<file path="src/rtl/core/sggc_pkg.sv">
// ---------------------------------------------------------------------------
// sggc_pkg
// Types and constants shared by the greedy graph coloring core.
// ---------------------------------------------------------------------------
package sggc_pkg;

    localparam int MAX_DEG      = 16;
    localparam int LOCAL_VERTS  = 1024;
    localparam int GLOBAL_VERTS = 4096;
    localparam int NPROC        = 16;
    localparam int NCOLORS      = MAX_DEG + 2;

    localparam int LV_W    = 10;
    localparam int SLOT_W  = 4;
    localparam int VID_W   = 13;
    localparam int GID_W   = 12;
    localparam int COL_W   = 5;
    localparam int LEN_W   = 11;
    localparam int DEG_W   = 5;
    localparam int VPP_W   = 13;
    localparam int STAMP_W = 11;
    localparam int ADJ_AW  = LV_W + SLOT_W;
    localparam int THR_W   = 17;
    localparam int CNT_W   = 13;

    typedef enum logic [2:0] {
        OP_INIT  = 3'd0,
        OP_LOAD  = 3'd1,
        OP_WRITE = 3'd2,
        OP_PASS  = 3'd3,
        OP_CHECK = 3'd4,
        OP_READ  = 3'd5
    } op_t;

    localparam logic [1:0] CFG_VSTART = 2'd0;
    localparam logic [1:0] CFG_LCOUNT = 2'd1;
    localparam logic [1:0] CFG_VPP    = 2'd2;
    localparam logic [1:0] CFG_DEG    = 2'd3;

    typedef enum logic [3:0] {
        ST_CLEAR,
        ST_IDLE,
        ST_RD_WAIT,
        ST_THR,
        ST_LIST,
        ST_VERT,
        ST_OWN,
        ST_ADJ,
        ST_NB,
        ST_COL,
        ST_PICK,
        ST_FIN
    } state_t;

    typedef struct packed {
        logic [GID_W-1:0] vstart;
        logic [LEN_W-1:0] lcount;
        logic [VPP_W-1:0] vpp;
        logic [DEG_W-1:0] deg;
    } cfg_t;

    typedef struct packed {
        logic              adj_we;
        logic [ADJ_AW-1:0] adj_waddr;
        logic [VID_W-1:0]  adj_wdata;
        logic [ADJ_AW-1:0] adj_raddr;
        logic              col_we;
        logic [GID_W-1:0]  col_waddr;
        logic [COL_W-1:0]  col_wdata;
        logic [GID_W-1:0]  col_raddr;
        logic              lst_we;
        logic [LV_W-1:0]   lst_waddr;
        logic [LV_W-1:0]   lst_wdata;
        logic [LV_W-1:0]   lst_raddr;
    } mem_req_t;

    typedef struct packed {
        logic [VID_W-1:0] adj_q;
        logic [COL_W-1:0] col_q;
        logic [LV_W-1:0]  lst_q;
    } mem_rsp_t;

endpackage

</file>
<file path="src/rtl/core/sggc_engine.sv">
// ---------------------------------------------------------------------------
// sggc_engine
// Sequencer for init, load, write, color pass, check and read operations.
// ---------------------------------------------------------------------------
module sggc_engine (
    input  logic                       aclk,
    input  logic                       aresetn,
    input  sggc_pkg::cfg_t             cfg,
    input  logic                       in_valid,
    output logic                       in_ready,
    input  logic [2:0]                 in_op,
    input  logic [sggc_pkg::LV_W-1:0]  in_lv,
    input  logic [sggc_pkg::SLOT_W-1:0] in_slot,
    input  logic [sggc_pkg::VID_W-1:0] in_vid,
    input  logic [sggc_pkg::COL_W-1:0] in_cin,
    output sggc_pkg::mem_req_t         req,
    input  sggc_pkg::mem_rsp_t         rsp,
    output logic                       out_valid,
    input  logic                       out_ready,
    output logic [sggc_pkg::COL_W-1:0] out_color,
    output logic [sggc_pkg::LEN_W-1:0] out_remaining,
    output logic                       out_done,
    output logic [15:0]                out_mask
);
    import sggc_pkg::*;
    localparam int NPROC_BITS = 16;

    state_t               state_reg, state_next;
    logic                 init_clr_reg, init_clr_next;
    logic                 is_check_reg, is_check_next;
    logic [CNT_W-1:0]     cnt_reg, cnt_next;
    logic [LEN_W-1:0]     kept_reg, kept_next;
    logic [LEN_W-1:0]     len_reg, len_next;
    logic [NPROC-1:0]     mask_reg, mask_next;
    logic [LV_W-1:0]      v_reg, v_next;
    logic [DEG_W-1:0]     s_reg, s_next;
    logic [COL_W-1:0]     mine_reg, mine_next;
    logic [VID_W-1:0]     gid_reg, gid_next;
    logic [GID_W-1:0]     nb_reg, nb_next;
    logic [VID_W-1:0]     vid_reg, vid_next;
    logic [SLOT_W-1:0]    k_reg, k_next;
    logic [THR_W-1:0]     acc_reg, acc_next;
    logic [THR_W-1:0]     thr_reg [NPROC];
    logic [STAMP_W-1:0]   stamp_reg [NCOLORS];
    logic [COL_W-1:0]     rcol_reg, rcol_next;
    logic                 rdone_reg, rdone_next;
    logic                 mval_reg;
    logic [COL_W-1:0]     mcol_reg;
    logic [LEN_W-1:0]     mlen_reg;
    logic                 mdone_reg;
    logic [NPROC-1:0]     mmask_reg;

    logic                 accept;
    logic                 out_free;
    logic [DEG_W-1:0]     deg_eff;
    logic [THR_W-1:0]     div_eff;
    logic [LEN_W-1:0]     n_init;
    logic [VID_W-1:0]     gid_now;
    logic [STAMP_W-1:0]   mark;
    logic                 nb_end;
    logic [DEG_W-1:0]     s_inc;
    logic                 more_slots;
    logic                 more_verts;
    logic                 pick_found;
    logic [COL_W-1:0]     pick_col;
    logic [NPROC-1:0]     owner_hot;
    logic [THR_W-1:0]     nb_wide;
    logic                 stamp_we;
    logic                 thr_we;
    logic                 stamp_clr;

    assign accept     = in_valid && in_ready;
    assign in_ready   = (state_reg == ST_IDLE);
    assign out_free   = !mval_reg || out_ready;
    assign deg_eff    = (cfg.deg > DEG_W'(MAX_DEG)) ? DEG_W'(MAX_DEG) : cfg.deg;
    assign div_eff    = (cfg.vpp == '0) ? THR_W'(1) : THR_W'(cfg.vpp);
    assign n_init     = (cfg.lcount > LEN_W'(LOCAL_VERTS)) ? LEN_W'(LOCAL_VERTS)
                                                          : cfg.lcount;
    assign gid_now    = VID_W'(cfg.vstart) + VID_W'(rsp.lst_q);
    assign mark       = STAMP_W'(v_reg) + STAMP_W'(1);
    assign nb_end     = rsp.adj_q >= VID_W'(GLOBAL_VERTS);
    assign s_inc      = s_reg + DEG_W'(1);
    assign more_slots = s_inc < deg_eff;
    assign more_verts = (cnt_reg + CNT_W'(1)) < CNT_W'(len_reg);
    assign nb_wide    = THR_W'(rsp.adj_q[GID_W-1:0]);

    always_comb begin
        pick_found = 1'b0;
        pick_col   = '0;
        for (int c = NCOLORS - 1; c >= 1; c--) begin
            if ((COL_W'(c) <= COL_W'(deg_eff) + COL_W'(1)) && (stamp_reg[c] != mark)) begin
                pick_found = 1'b1;
                pick_col   = COL_W'(c);
            end
        end
    end

    always_comb begin
        for (int j = 0; j < NPROC; j++) begin
            owner_hot[j] = ((j == 0) || (nb_wide >= thr_reg[(j == 0) ? 0 : j - 1]))
                           && (nb_wide < thr_reg[j]);
        end
    end

    // next state
    always_comb begin
        state_next = state_reg;
        case (state_reg)
            ST_CLEAR: begin
                if (cnt_reg == CNT_W'(GLOBAL_VERTS - 1)) begin
                    state_next = init_clr_reg ? ST_FIN : ST_IDLE;
                end
            end
            ST_IDLE: begin
                if (accept) begin
                    case (in_op)
                        OP_INIT:  state_next = ST_CLEAR;
                        OP_PASS:  state_next = ST_THR;
                        OP_CHECK: state_next = (len_reg == '0) ? ST_FIN : ST_LIST;
                        OP_READ:  state_next = ST_RD_WAIT;
                        default:  state_next = ST_FIN;
                    endcase
                end
            end
            ST_RD_WAIT: state_next = ST_FIN;
            ST_THR: begin
                if (k_reg == SLOT_W'(NPROC - 1)) begin
                    state_next = (len_reg == '0) ? ST_FIN : ST_LIST;
                end
            end
            ST_LIST: state_next = ST_VERT;
            ST_VERT: begin
                if (is_check_reg) begin
                    state_next = ST_OWN;
                end else begin
                    state_next = (deg_eff == '0) ? ST_PICK : ST_ADJ;
                end
            end
            ST_OWN: begin
                if (deg_eff != '0) begin
                    state_next = ST_ADJ;
                end else begin
                    state_next = more_verts ? ST_LIST : ST_FIN;
                end
            end
            ST_ADJ: state_next = ST_NB;
            ST_NB: begin
                if (!nb_end) begin
                    state_next = ST_COL;
                end else if (!is_check_reg) begin
                    state_next = ST_PICK;
                end else begin
                    state_next = more_verts ? ST_LIST : ST_FIN;
                end
            end
            ST_COL: begin
                if (!is_check_reg) begin
                    state_next = more_slots ? ST_ADJ : ST_PICK;
                end else if ((rsp.col_q != mine_reg) && more_slots) begin
                    state_next = ST_ADJ;
                end else begin
                    state_next = more_verts ? ST_LIST : ST_FIN;
                end
            end
            ST_PICK: state_next = more_verts ? ST_LIST : ST_FIN;
            ST_FIN: begin
                if (out_free) begin
                    state_next = ST_IDLE;
                end
            end
            default: state_next = ST_IDLE;
        endcase
    end

    // datapath and memory requests
    always_comb begin
        req           = '0;
        req.adj_raddr = {v_reg, s_reg[SLOT_W-1:0]};
        req.lst_raddr = cnt_reg[LV_W-1:0];
        req.col_raddr = gid_reg[GID_W-1:0];
        init_clr_next = init_clr_reg;
        is_check_next = is_check_reg;
        cnt_next      = cnt_reg;
        kept_next     = kept_reg;
        len_next      = len_reg;
        mask_next     = mask_reg;
        v_next        = v_reg;
        s_next        = s_reg;
        mine_next     = mine_reg;
        gid_next      = gid_reg;
        nb_next       = nb_reg;
        vid_next      = vid_reg;
        k_next        = k_reg;
        acc_next      = acc_reg;
        rcol_next     = rcol_reg;
        rdone_next    = rdone_reg;
        stamp_we      = 1'b0;
        thr_we        = 1'b0;
        stamp_clr     = 1'b0;
        case (state_reg)
            ST_CLEAR: begin
                req.col_we    = 1'b1;
                req.col_waddr = cnt_reg[GID_W-1:0];
                req.col_wdata = '0;
                req.lst_we    = cnt_reg < CNT_W'(len_reg);
                req.lst_waddr = cnt_reg[LV_W-1:0];
                req.lst_wdata = cnt_reg[LV_W-1:0];
                cnt_next      = cnt_reg + CNT_W'(1);
            end
            ST_IDLE: begin
                req.col_raddr = in_vid[GID_W-1:0];
                if (accept) begin
                    rcol_next     = '0;
                    rdone_next    = 1'b0;
                    cnt_next      = '0;
                    kept_next     = '0;
                    k_next        = '0;
                    acc_next      = '0;
                    vid_next      = in_vid;
                    is_check_next = (in_op == OP_CHECK);
                    case (in_op)
                        OP_INIT: begin
                            init_clr_next = 1'b1;
                            len_next      = n_init;
                            mask_next     = '0;
                            stamp_clr     = 1'b1;
                        end
                        OP_LOAD: begin
                            req.adj_we    = 1'b1;
                            req.adj_waddr = {in_lv, in_slot};
                            req.adj_wdata = in_vid;
                        end
                        OP_WRITE: begin
                            req.col_we    = in_vid < VID_W'(GLOBAL_VERTS);
                            req.col_waddr = in_vid[GID_W-1:0];
                            req.col_wdata = in_cin;
                        end
                        OP_CHECK: begin
                            if (len_reg == '0) begin
                                rdone_next = 1'b1;
                            end
                        end
                        default: begin
                        end
                    endcase
                end
            end
            ST_RD_WAIT: begin
                rcol_next = (vid_reg < VID_W'(GLOBAL_VERTS)) ? rsp.col_q : '0;
            end
            ST_THR: begin
                thr_we   = 1'b1;
                acc_next = acc_reg + div_eff;
                k_next   = k_reg + SLOT_W'(1);
            end
            ST_VERT: begin
                v_next        = rsp.lst_q;
                gid_next      = gid_now;
                s_next        = '0;
                req.col_raddr = gid_now[GID_W-1:0];
            end
            ST_OWN: begin
                mine_next = gid_reg[GID_W] ? '0 : rsp.col_q;
                if (deg_eff == '0) begin
                    cnt_next = cnt_reg + CNT_W'(1);
                end
            end
            ST_NB: begin
                nb_next       = rsp.adj_q[GID_W-1:0];
                req.col_raddr = rsp.adj_q[GID_W-1:0];
                if (!nb_end && !is_check_reg) begin
                    mask_next = mask_reg | owner_hot;
                end
                if (nb_end && is_check_reg) begin
                    cnt_next = cnt_reg + CNT_W'(1);
                end
            end
            ST_COL: begin
                s_next = s_inc;
                if (!is_check_reg) begin
                    stamp_we = 1'b1;
                end else if (rsp.col_q == mine_reg) begin
                    cnt_next = cnt_reg + CNT_W'(1);
                    if (gid_reg > VID_W'(nb_reg)) begin
                        req.lst_we    = 1'b1;
                        req.lst_waddr = kept_reg[LV_W-1:0];
                        req.lst_wdata = v_reg;
                        kept_next     = kept_reg + LEN_W'(1);
                    end
                end else if (!more_slots) begin
                    cnt_next = cnt_reg + CNT_W'(1);
                end
            end
            ST_PICK: begin
                req.col_we    = pick_found && !gid_reg[GID_W];
                req.col_waddr = gid_reg[GID_W-1:0];
                req.col_wdata = pick_col;
                cnt_next      = cnt_reg + CNT_W'(1);
            end
            default: begin
            end
        endcase
        if ((state_next == ST_FIN) && (state_reg != ST_FIN) && is_check_reg
            && (state_reg != ST_IDLE)) begin
            len_next   = kept_next;
            rdone_next = (kept_next == '0);
        end
        if ((state_reg == ST_CLEAR) && (state_next != ST_CLEAR)) begin
            init_clr_next = 1'b0;
        end
    end

    always_ff @(posedge aclk) begin
        if (!aresetn) begin
            state_reg    <= ST_CLEAR;
            init_clr_reg <= 1'b0;
            cnt_reg      <= '0;
            len_reg      <= '0;
            mask_reg     <= '0;
            mval_reg     <= 1'b0;
            for (int c = 0; c < NCOLORS; c++) begin
                stamp_reg[c] <= '0;
            end
        end else begin
            state_reg    <= state_next;
            init_clr_reg <= init_clr_next;
            cnt_reg      <= cnt_next;
            len_reg      <= len_next;
            mask_reg     <= mask_next;
            for (int c = 0; c < NCOLORS; c++) begin
                if (stamp_clr) begin
                    stamp_reg[c] <= '0;
                end else if (stamp_we && (rsp.col_q == COL_W'(c))) begin
                    stamp_reg[c] <= mark;
                end
            end
            if ((state_reg == ST_FIN) && out_free) begin
                mval_reg <= 1'b1;
            end else if (out_ready) begin
                mval_reg <= 1'b0;
            end
        end
    end

    always_ff @(posedge aclk) begin
        is_check_reg <= is_check_next;
        kept_reg     <= kept_next;
        v_reg        <= v_next;
        s_reg        <= s_next;
        mine_reg     <= mine_next;
        gid_reg      <= gid_next;
        nb_reg       <= nb_next;
        vid_reg      <= vid_next;
        k_reg        <= k_next;
        acc_reg      <= acc_next;
        rcol_reg     <= rcol_next;
        rdone_reg    <= rdone_next;
        if (thr_we) begin
            thr_reg[k_reg] <= acc_next;
        end
        if ((state_reg == ST_FIN) && out_free) begin
            mcol_reg  <= rcol_reg;
            mlen_reg  <= len_reg;
            mdone_reg <= rdone_reg;
            mmask_reg <= mask_reg;
        end
    end

    assign out_valid     = mval_reg;
    assign out_color     = mcol_reg;
    assign out_remaining = mlen_reg;
    assign out_done      = mdone_reg;
    assign out_mask      = NPROC_BITS'(mmask_reg);

`ifndef SYNTH
    a_accept_leaves_idle: assert property (@(posedge aclk) disable iff (!aresetn)
        accept |=> (state_reg != ST_IDLE))
        else $error("accepted item did not start an operation");
    a_len_bound: assert property (@(posedge aclk) disable iff (!aresetn)
        len_reg <= LEN_W'(LOCAL_VERTS))
        else $error("work list length out of range");
    a_kept_behind_read: assert property (@(posedge aclk) disable iff (!aresetn)
        (state_reg == ST_LIST) |-> (CNT_W'(kept_reg) <= cnt_reg))
        else $error("list rebuild overtook list read");
    a_fin_loads_output: assert property (@(posedge aclk) disable iff (!aresetn)
        ((state_reg == ST_FIN) && out_free) |=> out_valid)
        else $error("finished operation produced no result");
`endif

endmodule

</file>
<file path="config.mk">
export PLATFORM = sky130hd
export DESIGN_NAME = sggc_engine
export DESIGN_NICKNAME = d
export VERILOG_FILES = /design/src/rtl/core/sggc_pkg.sv /design/src/rtl/core/sggc_engine.sv
export SDC_FILE = /design/constraint.sdc
export NUM_CORES = 1
export LEC_CHECK = 0
export BUFFER_PORTS_ARGS = -buffer_cell sky130_fd_sc_hd__buf_2
export CORE_MARGIN = 8
export CORE_UTILIZATION = 55
export CTS_BUF_LIST = sky130_fd_sc_hd__clkbuf_2
export CTS_CLUSTER_SIZE = 20
export DETAILED_ROUTE_END_ITERATION = 10
export GPL_ROUTABILITY_DRIVEN = 0
export PLACE_DENSITY_LB_ADDON = 0.15
export SYNTH_ARGS = -nofsm -noshare
export SYNTH_HDL_FRONTEND = slang
export SYNTH_SLANG_ARGS = --single-unit
export TNS_END_PERCENT = 20
</file>
<file path="constraint.sdc">
create_clock -name aclk -period 12.6 [get_ports aclk]
set_clock_uncertainty 0.15 [all_clocks]
set_input_delay 2.52 -clock aclk [delete_from_list [all_inputs] [get_ports aclk]]
set_output_delay 2.52 -clock aclk [all_outputs]
set_load 0.02 [all_outputs]
</file>
-- After elaboration in Yosys (flattened, before gate mapping)
Memory sizes are Yosys's and may differ from the RTL's.
Cells that the tools add are included.
- input bits: 108
- logic and storage cells: 504
- output and inout bits: 138
- memory bits (writable): 470
- bits in registers: 176
- memories: 2
- mux-type cells: 220
- reductions and logical operators: 93
- bitwise gates (word level): 38
- magnitude comparators: 57
- equality and inequality tests: 64
- add/sub/neg operators: 8
- memory list (name ; words ; bits a word ; rd ports ; clocked after memory_dff ; wr ports ; line ; source):
    thr_reg ; 16 ; 17 ; 16 ; 0 ; 1 ; sggc_engine.sv:43 ; logic [THR_W-1:0] thr_reg [NPROC];
    stamp_reg ; 18 ; 11 ; 17 ; 0 ; 18 ; sggc_engine.sv:44 ; logic [STAMP_W-1:0] stamp_reg [NCOLORS];
- operators with widths (operator ; count):
    2-to-1 mux 11 bit ; 45
    < comparator 12 x 17 -> 1 bit ; 16
    >= comparator 12 x 17 -> 1 bit ; 15
    inequality test 11 bit ; 17
    2-to-1 mux 1 bit ; 108
    2-to-1 mux 5 bit ; 20
    2-to-1 mux 13 bit ; 7
    2-to-1 mux 28 bit ; 3
    one-hot mux 13 bit (5 select lines) ; 1
    2-to-1 mux 4 bit ; 16
    2-to-1 mux 21 bit ; 3
    logical AND 1 bit ; 60
    one-hot mux 18 bit (3 select lines) ; 1
    2-to-1 mux 16 bit ; 3
    one-hot mux 4 bit (12 select lines) ; 1
    one-hot mux 21 bit (2 select lines) ; 1
    equality test 5 x 4 -> 1 bit, second input constant ; 8
    less-or-equal comparator 4 x 5 -> 1 bit, first input constant ; 8
    2-to-1 mux 18 bit ; 2
    OR 1 bit ; 36
    one-hot mux 12 bit (3 select lines) ; 1
    one-hot mux 17 bit (2 select lines) ; 1
    one-hot mux 16 bit (2 select lines) ; 1
    < comparator 13 x 11 -> 1 bit ; 2
    58 further kinds ; 104

-- Logic depth before layout (Yosys ltp)
Gate-level depths: netlist (run 1).
- depth after elaboration: 24
- gate-level depth with buffers: 16

-- Worst setup path after synthesis (run 1)
No wires, ideal clock.
- path kind: input to output
- start point: input cfg[4] in the netlist's numbering
- end point: output req[45] in the netlist's numbering
- slack: 4.695 ns
- stages on the path: 15
- data required time: 9.930 ns
- arrival time: 5.235 ns
- buffers on the path: 2
- path through: buf_2 -> clkinv_1 -> nand2_1 -> inv_1 -> ha_1 -> clkbuf_1 -> xnor2_1 -> or3_1 -> a21o_1 -> o31ai_1 -> nand2_1 -> or2_1 -> nor2_1 -> nor2_1 -> o31ai_1
- RTL lines (what ; line ; source):
    start, declared ; sggc_engine.sv:8 ; input sggc_pkg::cfg_t cfg,
    end, declared ; sggc_engine.sv:16 ; output sggc_pkg::mem_req_t req,

==> results summary, run 1 <==
The buffer cell driving the clock tree root is sky130_fd_sc_hd__clkbuf_2. The worst stage delay on the critical path came out at 1030 ps. The count of input and output buffers came out at 245. The width of the chip came out at between 200 and 300 um. Walking the worst path, the cells encountered are buf_4 > ha_1 > nand4_1 > nor2_2 > xnor2_2 > xnor2_1 > nor4_1 > a22o_1 > nand2_1 > nor3_1 > nand2_1 > a221o_1 > buf_2. Dividing the synthesized area by the synthesized cell count gives roughly 11 um2. Setup violations remaining at the end of the flow were counted as 0. Once detail routing completed, the nets flagged for antenna violations numbered 0. STA classifies the critical path endpoint as a primary output. The total wirelength of the detailed-routed design is around 100000 um. The total count of hold-check failures in the final report came out at 0.

The total global routing overflow is 0. The primary flip-flop cell chosen by synthesis mapping is sky130_fd_sc_hd__edfxtp_1. The leakage dissipation came out at 16.0 nW.

Buffers inserted to repair hold after CTS numbered 0. The run finished with clean final reports. The count of max-cap constraint violations came out at 0. The number of nets at the end of the flow came out at around 3700. The final critical-path required period is between 10000 and 15000 ps. In the final routed layout, each cell accounts on average for between 20 and 25 um.

The via total after detailed routing is roughly 26000. Counting every sink on the clock net gives between 600 and 700. The initial antenna violation count is 10. The number of flip-flops in the largest register is around 270. The path class of the tightest hold or removal check is reg2reg.

The buffer count from post-CTS setup fixing is 0. The sequential area share after synthesis is a little over half. The setup slack after layout came out at roughly 2500 ps.

The clock latency on the worst-skew pair is between 1000 and 1500 ps. The endpoint of the worst register-to-register path is stamp_reg[0][80]. Data arrives at the worst endpoint at between 7000 and 8000 ps. The slowest library cell on the worst path is sky130_fd_sc_hd__nor2_2. The depth of the CTS H-tree came out at 4.

The total nets after synthesis is 3402. The detailed-route vias per instance is ~6. The initial core utilization is 55.6%. The first routing iteration left 2523 violations. The number of enable flip-flop cells after synthesis came out at 549. The async set-or-reset flop fraction in the synthesized netlist is 0%.

The final count of pins violating max slew came out at 0. Power spread over the standard cell area amounts to 137 nW/um2. The final critical path takes up between 80% and 90% of the cycle.

Before CTS, the worst setup slack after placement is about 4000 ps. The data required time of the worst path came out at slightly below 10000 ps. The worst setup path is launched from a flop. The total negative slack came out at 0 ps.

The count of standard-cell rows came out at slightly above 90. The worst reg2reg path startpoint is state_reg[1]. For this run, the top clock speed supported by timing is around 0.1 GHz. The largest fanout of any net on the critical path is 39. TritonCTS built the clock tree. The path depth of the worst reg2reg path came out at 10. The via count of the first global-routing pass is about 26000. The end point of the worst hold path is out_mask[3]. The worst slew margin relative to its limit is approximately 16%. The floorplan step defined a die boundary enclosing around 71000 um2. The post-route netlist has 17.8% of its cells at a drive strength greater than 1.

The critical path class is reg2out. The post-synthesis cell count came out at a little over 3000. The count of TritonRoute iterations in the first routing pass is 6. Yosys mapped the design onto 95 distinct sky130hd cell types. The area of the core is 61700 um2. During synthesis, Yosys emitted a total of 0 warnings. Detailed placement finished with a half-perimeter wire length of ~70000 um. The worst hold margin came out at between 200 and 300 ps.

The flop-to-flop setup slack is roughly 6800 ps. The number of buffers added by the clock tree synthesis step came out at approximately 160. The synthesized design contains approximately 620 register bits. The worst hold path cell count is 0. The summed area of non-filler cells in the final layout came out at ~38000 um2. After clock tree synthesis, the clock-pin slew on the worst setup and hold paths is around 120 ps.

The worst supply voltage drop on vdd came out at 89.1 uV. Total power for the finished layout comes to 0.00519 W. In the routed design, unresolved DRC markers number 0. The post-placement cell area is around 36000 um2. The slew at the pin closest to its max-slew limit is around 1300 ps. roughly 250 I/O pins were placed.

The maximum number of pins on one net before global-route repair came out at 40. The floorplan step set the die height to ~270 um. In this run, post-CTS repair resized a total of 0 instances. The area of the mapped netlist is approximately 34000 um2. The overall routing resource usage came out at between 20% and 30%. The origin of the worst min-delay path is mask_reg[3]. The synthesis-to-finish area growth came out at 10.7%. The largest buffer count on any clock path came out at 3. Setup repair after global routing left no endpoint under its margin. Among the stages of the critical path, the cell type that occurs most often is sky130_fd_sc_hd__nand2_1. The first-pass GRT wire length came out at ~150000 um.
[metal layers]
metal | GRT usage (%) | part of all wire (%) | up-vias
li1 | - | - | 11800
met1 | 34.2 | 38 | 12600
met2 | 48.4 | 48 | 1370
met3 | 7.29 | 9.6 | 313
met4 | 14.4 | 4.4 | 0
met5 | 0 | 0 | -
[cells by family after synthesis]
logic type / Yosys count / share of synthesized area [%]
AO/OA/AOI/OAI: 594 / 11.8
adder cells (fa/ha/maj): 267 / 9.78
multiplexers: 3 / 0.0876
flip-flops: 623 / 52.4
XOR/XNOR: 215 / 7.49
AND/OR/NAND/NOR: 896 / 13.3
buffers and inverters: 430 / 5.14
[cell usage in the layout (no fill, tap or decap), types with 13 or more instances in the layout]
master and instances:
sky130_fd_sc_hd__o21ai_0 112, sky130_fd_sc_hd__nor2b_1 41, sky130_fd_sc_hd__ha_1 264, sky130_fd_sc_hd__xor2_1 80
sky130_fd_sc_hd__nand3_1 69, sky130_fd_sc_hd__clkbuf_2 223, sky130_fd_sc_hd__a22o_1 28, sky130_fd_sc_hd__buf_2 245
sky130_fd_sc_hd__edfxtp_1 549, sky130_fd_sc_hd__buf_4 74, sky130_fd_sc_hd__inv_1 265, sky130_fd_sc_hd__clkinv_1 37
sky130_fd_sc_hd__o21a_1 65, sky130_fd_sc_hd__nand4_1 52, sky130_fd_sc_hd__o211ai_1 14, sky130_fd_sc_hd__a31oi_1 22
sky130_fd_sc_hd__dfxtp_1 74, sky130_fd_sc_hd__clkinv_2 13, sky130_fd_sc_hd__nand2_1 128, sky130_fd_sc_hd__and2_1 50
sky130_fd_sc_hd__nand2b_1 35, sky130_fd_sc_hd__a21oi_1 132, sky130_fd_sc_hd__xnor3_1 46, sky130_fd_sc_hd__nor4_1 28
sky130_fd_sc_hd__a222oi_1 22, sky130_fd_sc_hd__o31ai_1 15, sky130_fd_sc_hd__or3_1 14, sky130_fd_sc_hd__nand3b_1 14
sky130_fd_sc_hd__nor2_1 305, sky130_fd_sc_hd__a21o_1 43, sky130_fd_sc_hd__or4_1 21, sky130_fd_sc_hd__xnor2_1 81
sky130_fd_sc_hd__nor3_1 53, sky130_fd_sc_hd__and3_1 23
[cell usage after synthesis (43+ instances only)]
master / number / share of area [%]
sky130_fd_sc_hd__edfxtp_1: 549 / 48
sky130_fd_sc_hd__nand2_1: 128 / 1.4
sky130_fd_sc_hd__clkbuf_1: 104 / 1.1
sky130_fd_sc_hd__nor3_1: 55 / 0.80
sky130_fd_sc_hd__ha_1: 264 / 9.6
sky130_fd_sc_hd__inv_1: 265 / 2.9
sky130_fd_sc_hd__dfxtp_1: 74 / 4.3
sky130_fd_sc_hd__o21ai_0: 123 / 1.8
sky130_fd_sc_hd__nor2_1: 305 / 3.3
sky130_fd_sc_hd__xnor2_1: 86 / 2.2
sky130_fd_sc_hd__nand4_1: 52 / 0.95
sky130_fd_sc_hd__a21oi_1: 133 / 1.9
sky130_fd_sc_hd__xnor3_1: 46 / 3.0
sky130_fd_sc_hd__o21a_1: 65 / 1.4
sky130_fd_sc_hd__a21o_1: 43 / 0.94
sky130_fd_sc_hd__and2_1: 50 / 0.91
sky130_fd_sc_hd__xor2_1: 80 / 2.0
sky130_fd_sc_hd__nand3_1: 69 / 1.0
[per-stage QoR]
step                      instances  utilization (%)
after floorplan                3028                -
after global placement         4026             59.1
after detailed placement       4026             59.1
after CTS                      4302             61.5
after global routing           4311             61.5
final                          4312             61.5
[report_power, final]
part | leakage [nW] | internal, W | switching (W)
sequential | 5.82 | 0.00240 | 0.0000900
combinational | 9.05 | 0.000408 | 0.000883
clock | 1.09 | 0.000561 | 0.000847
[final cells by class]
cell class,instances,area [um2]
inverters,272,1020
multi-input cells,1975,14700
fillers,5081,23700
diodes,10,25.0
well taps,837,1050
clock buffers,223,1120
flip-flops and latches,623,18000
clock inverters,53,333
repair buffers,319,1780
[worst max-delay path: cells and delay by family (launching register included)]
kind	cells	cell delay (ps)
AND/OR/NAND/NOR	6	2980
buffers and inverters	2	660
AO/OA/AOI/OAI	2	580
flip-flops	1	330
adder cells (fa/ha/maj)	1	740
XOR/XNOR	2	760
[worst max path at each step]
stage             start  endpoint  slack, ps  cells after the start
2_1_floorplan    cfg[4]   req[45]       4690                     15
3_3_place_gp   v_reg[0]   req[60]       4310                     13
3_5_place_dp   v_reg[0]   req[60]       4060                     13
4_1_cts        v_reg[0]   req[60]       2510                     13
5_1_grt        v_reg[0]   req[60]       2150                     13
6_report       v_reg[0]   req[60]       2460                     13
Power figures use the tool's default switching activity.
==> run 2, diff against run 1 <==
==> constraint.sdc (replaced) <==
create_clock -name aclk -period 9.65 [get_ports aclk]
set_clock_uncertainty 0.15 [all_clocks]
set_input_delay 1.93 -clock aclk [delete_from_list [all_inputs] [get_ports aclk]]
set_output_delay 1.93 -clock aclk [all_outputs]
set_load 0.02 [all_outputs]
==> run 2 against run 1 <==
  * Critical path depth rose by 2
  * Count of clock-buffer cells in the layout is 19 higher
  * Highest routed layer unchanged
  * Via count is 0.59% higher
  * Die area is the same
  * Power up 30%
  * Non-clock buffer count up 1
  * Final cell count rose by 0.16%
  * Clock power is 26% higher
  * Global-route usage is 0.17 points lower
  * Cell area is essentially flat
==> results summary, run 2 (same netlist as run 1, synthesis figures left out) <==
The maximum number of pins on one net before global-route repair was 40 (unchanged). The portion of the clock cycle consumed by the worst path in the final layout came out at 90.1%. The starting DRC count in detailed routing came out at 2713 (+7.5%). The run finished with clean final reports.

The quantity of hold-fixing buffers added after cts came out at 0 (unchanged). The clock-pin slew on the worst setup and hold paths is 100 ps (-20 ps). The clock latency on the worst-skew pair is 1350 ps (-50 ps). The number of buffers added by the clock tree synthesis step is 158 (-1.9%). The area of the core is 61700 um2 (unchanged). The worst stage delay on the critical path is 720 ps (-310 ps). The highest clock rate is about 0.11 GHz.

The fill cell instance count of the final layout is 5111 (+0.59%). The detailed-route DRC error count is 0 (unchanged). The largest buffer count on any clock path is 3 (unchanged). The worst hold margin came to 235 ps (-40.9 ps). The worst path arrival time came out at 6620 ps (-850 ps). The routed design could run at a clock period as short as between 8000 and 9000 ps.

The cell that appears most often on the critical path is sky130_fd_sc_hd__buf_4. The number of nets at the end of the flow came out at 3724 (-0.054%). The width of the chip is 266 um (unchanged). The CTS tree is done. The depth of the CTS H-tree is 4 (unchanged). The detailed-route vias per instance came out at 6.06 (+0.43%).

The initial core utilization came out at 55.6% (unchanged). The path class of the tightest hold or removal check is reg2reg. The die area is 70600 um2 (unchanged). The total global routing overflow came out at 0 (unchanged). The worst slew margin relative to its limit is 11.8% (-3.7 points).

The worst hold path cell count is 0 (unchanged). The slew at the pin closest to its max-slew limit came out at 1310 ps (+54.7 ps). Setup repair after global routing left no endpoint under its margin. The total count of hold-check failures in the final report was 0 (unchanged). The endpoint of the worst register-to-register path is stamp_reg[0][82]. The overall routing resource usage is 28.6% (-0.17 points). In this run the critical register-to-register path is launched from state_reg[0]. Walking the worst path, the cells encountered are buf_4 > ha_1 > nand4_1 > buf_4 > nor2_1 > buf_4 > xnor2_2 > xnor2_1 > nor4_1 > a22o_1 > nand2_1 > nor3_1 > nand2_1 > a221o_1 > buf_2. The via total after detailed routing came out at 26200 (+0.59%). The total negative slack is 0 ps (unchanged).

The power per standard cell area came out at 178 nW/um2 (+30%). The setup path with the least slack is of type reg2out. The initial antenna violation count is 8 (-2).

The count of input and output buffers is 245 (unchanged). The post-cts repair resize count is 0 (unchanged). The post-placement cell area is 36500 um2 (about the same). The final antenna-violating net count came out at 0 (unchanged). The ratio of cells with drive above 1 in the final layout came out at 18.1% (+0.31 points).

The count of standard-cell rows is 91 (unchanged). The number of setup violations in the final report is 0 (unchanged). The slowest library cell on the worst path is sky130_fd_sc_hd__ha_1. The commonest non-fill, non-tap cell in the layout is sky130_fd_sc_hd__edfxtp_1.

The die extent in y came out at 266 um (unchanged). The flop-to-flop setup slack is 4700 ps (-2140 ps). The buffer count from post-CTS setup fixing came out at 0 (unchanged). Leaving out fill and tap cells, the most frequent cells in the layout are sky130_fd_sc_hd__edfxtp_1 (549), sky130_fd_sc_hd__nor2_1 (305), sky130_fd_sc_hd__inv_1 (265), sky130_fd_sc_hd__ha_1 (264), sky130_fd_sc_hd__buf_2 (245). The final count of pins violating max slew was 0 (unchanged). The count of TritonRoute iterations in the first routing pass came out at 7 (+1). The via count of the first global-routing pass came out at 26100 (+0.43%). The buffer cell driving the clock tree root is sky130_fd_sc_hd__clkbuf_2. The data required time of the worst path is 7570 ps (-2360 ps). The worst hold path terminates at out_color[1].

The number of clock sinks was 623 (unchanged). The summed area of non-filler cells in the final layout came out at 37900 um2 (about the same). The HPWL after detailed placement is 70700 um (+0.85%). The per-cell routed wire length was 23.8 um (-0.73%).

The most critical setup path has its startpoint at v_reg[0]. The sort of element at the end of the critical path is a primary output. STA classifies the critical path startpoint as a flop. The cell total after placement is 4027 (+0.025%). The count of placed standard cells in the final layout, fillers left out came out at 4319 (+0.16%).

The worst supply voltage drop on vdd is 118 uV (+33%). The first-pass GRT wire length is 153000 um (-0.35%). The largest fanout of any net on the critical path is 39 (unchanged). The total wirelength of the detailed-routed design came out at 103000 um (-0.57%). The path depth of the worst reg2reg path is 12 (+2).

The count of max-cap constraint violations came out at 0 (unchanged). The worst hold path begins at rcol_reg[1]. The number of flip-flops in the largest register came to 272 (unchanged).

The synthesis-to-finish area growth came out at 10.6% (about the same). The leakage dissipation is 16.0 nW (about the same). The number of top-level pins came out at 246 (unchanged).
## run 2: critical path: cells and delay by family, from the launching register on
kind / cells / cell delay [ps]
AO/OA/AOI/OAI: 2 / 550
XOR/XNOR: 2 / 640
adder cells (fa/ha/maj): 1 / 720
buffers and inverters: 4 / 1260
flip-flops: 1 / 330
AND/OR/NAND/NOR: 6 / 1710
## run 2: layer usage
metal	vias to the layer above	track usage, %	wire (um)
met5	-	0	0
met3	270	6.28	9380
met4	0	12.9	4220
met2	1369	48.0	49600
met1	12700	35.2	39600
li1	11800	-	-
## run 2: worst max-delay path by stage
| stage | to | slack (ps) |
|---|---|---|
| floorplan | req[45] | 2920 |
| global route | req[60] | 540 |
| detailed placement | req[60] | 2440 |
| finish | req[60] | 950 |
| global placement | req[60] | 2540 |
| CTS | req[60] | 900 |
## run 2: power breakdown
group          switching [W]  total [W]  internal, W
sequential          0.000111    0.00325      0.00314
combinational        0.00117    0.00171     0.000537
clock                0.00109    0.00178     0.000691
## run 2: area by class of cell
class | instances | area (um2) | share of cell area, %
Tap cell | 837 | 1050 | 2.76
Timing Repair Buffer | 320 | 1790 | 4.72
Clock buffer | 242 | 1210 | 3.19
Multi-Input combinational cell | 1975 | 14700 | 38.7
Antenna cell | 10 | 25.0 | 0.0660
Sequential cell | 623 | 18000 | 47.4
Inverter | 272 | 1020 | 2.69
Clock inverter | 40 | 196 | 0.518
## run 2: through the flow
step / setup WS (ps) / util [%] / power [W]
floorplan: 2920 / - / 0.00428
detailed placement: 2440 / 59.2 / 0.00499
CTS: 896 / 61.4 / 0.00673
global placement: 2540 / 59.2 / 0.00495
global route: 540 / 61.5 / 0.00702
finish: 952 / 61.5 / 0.00674
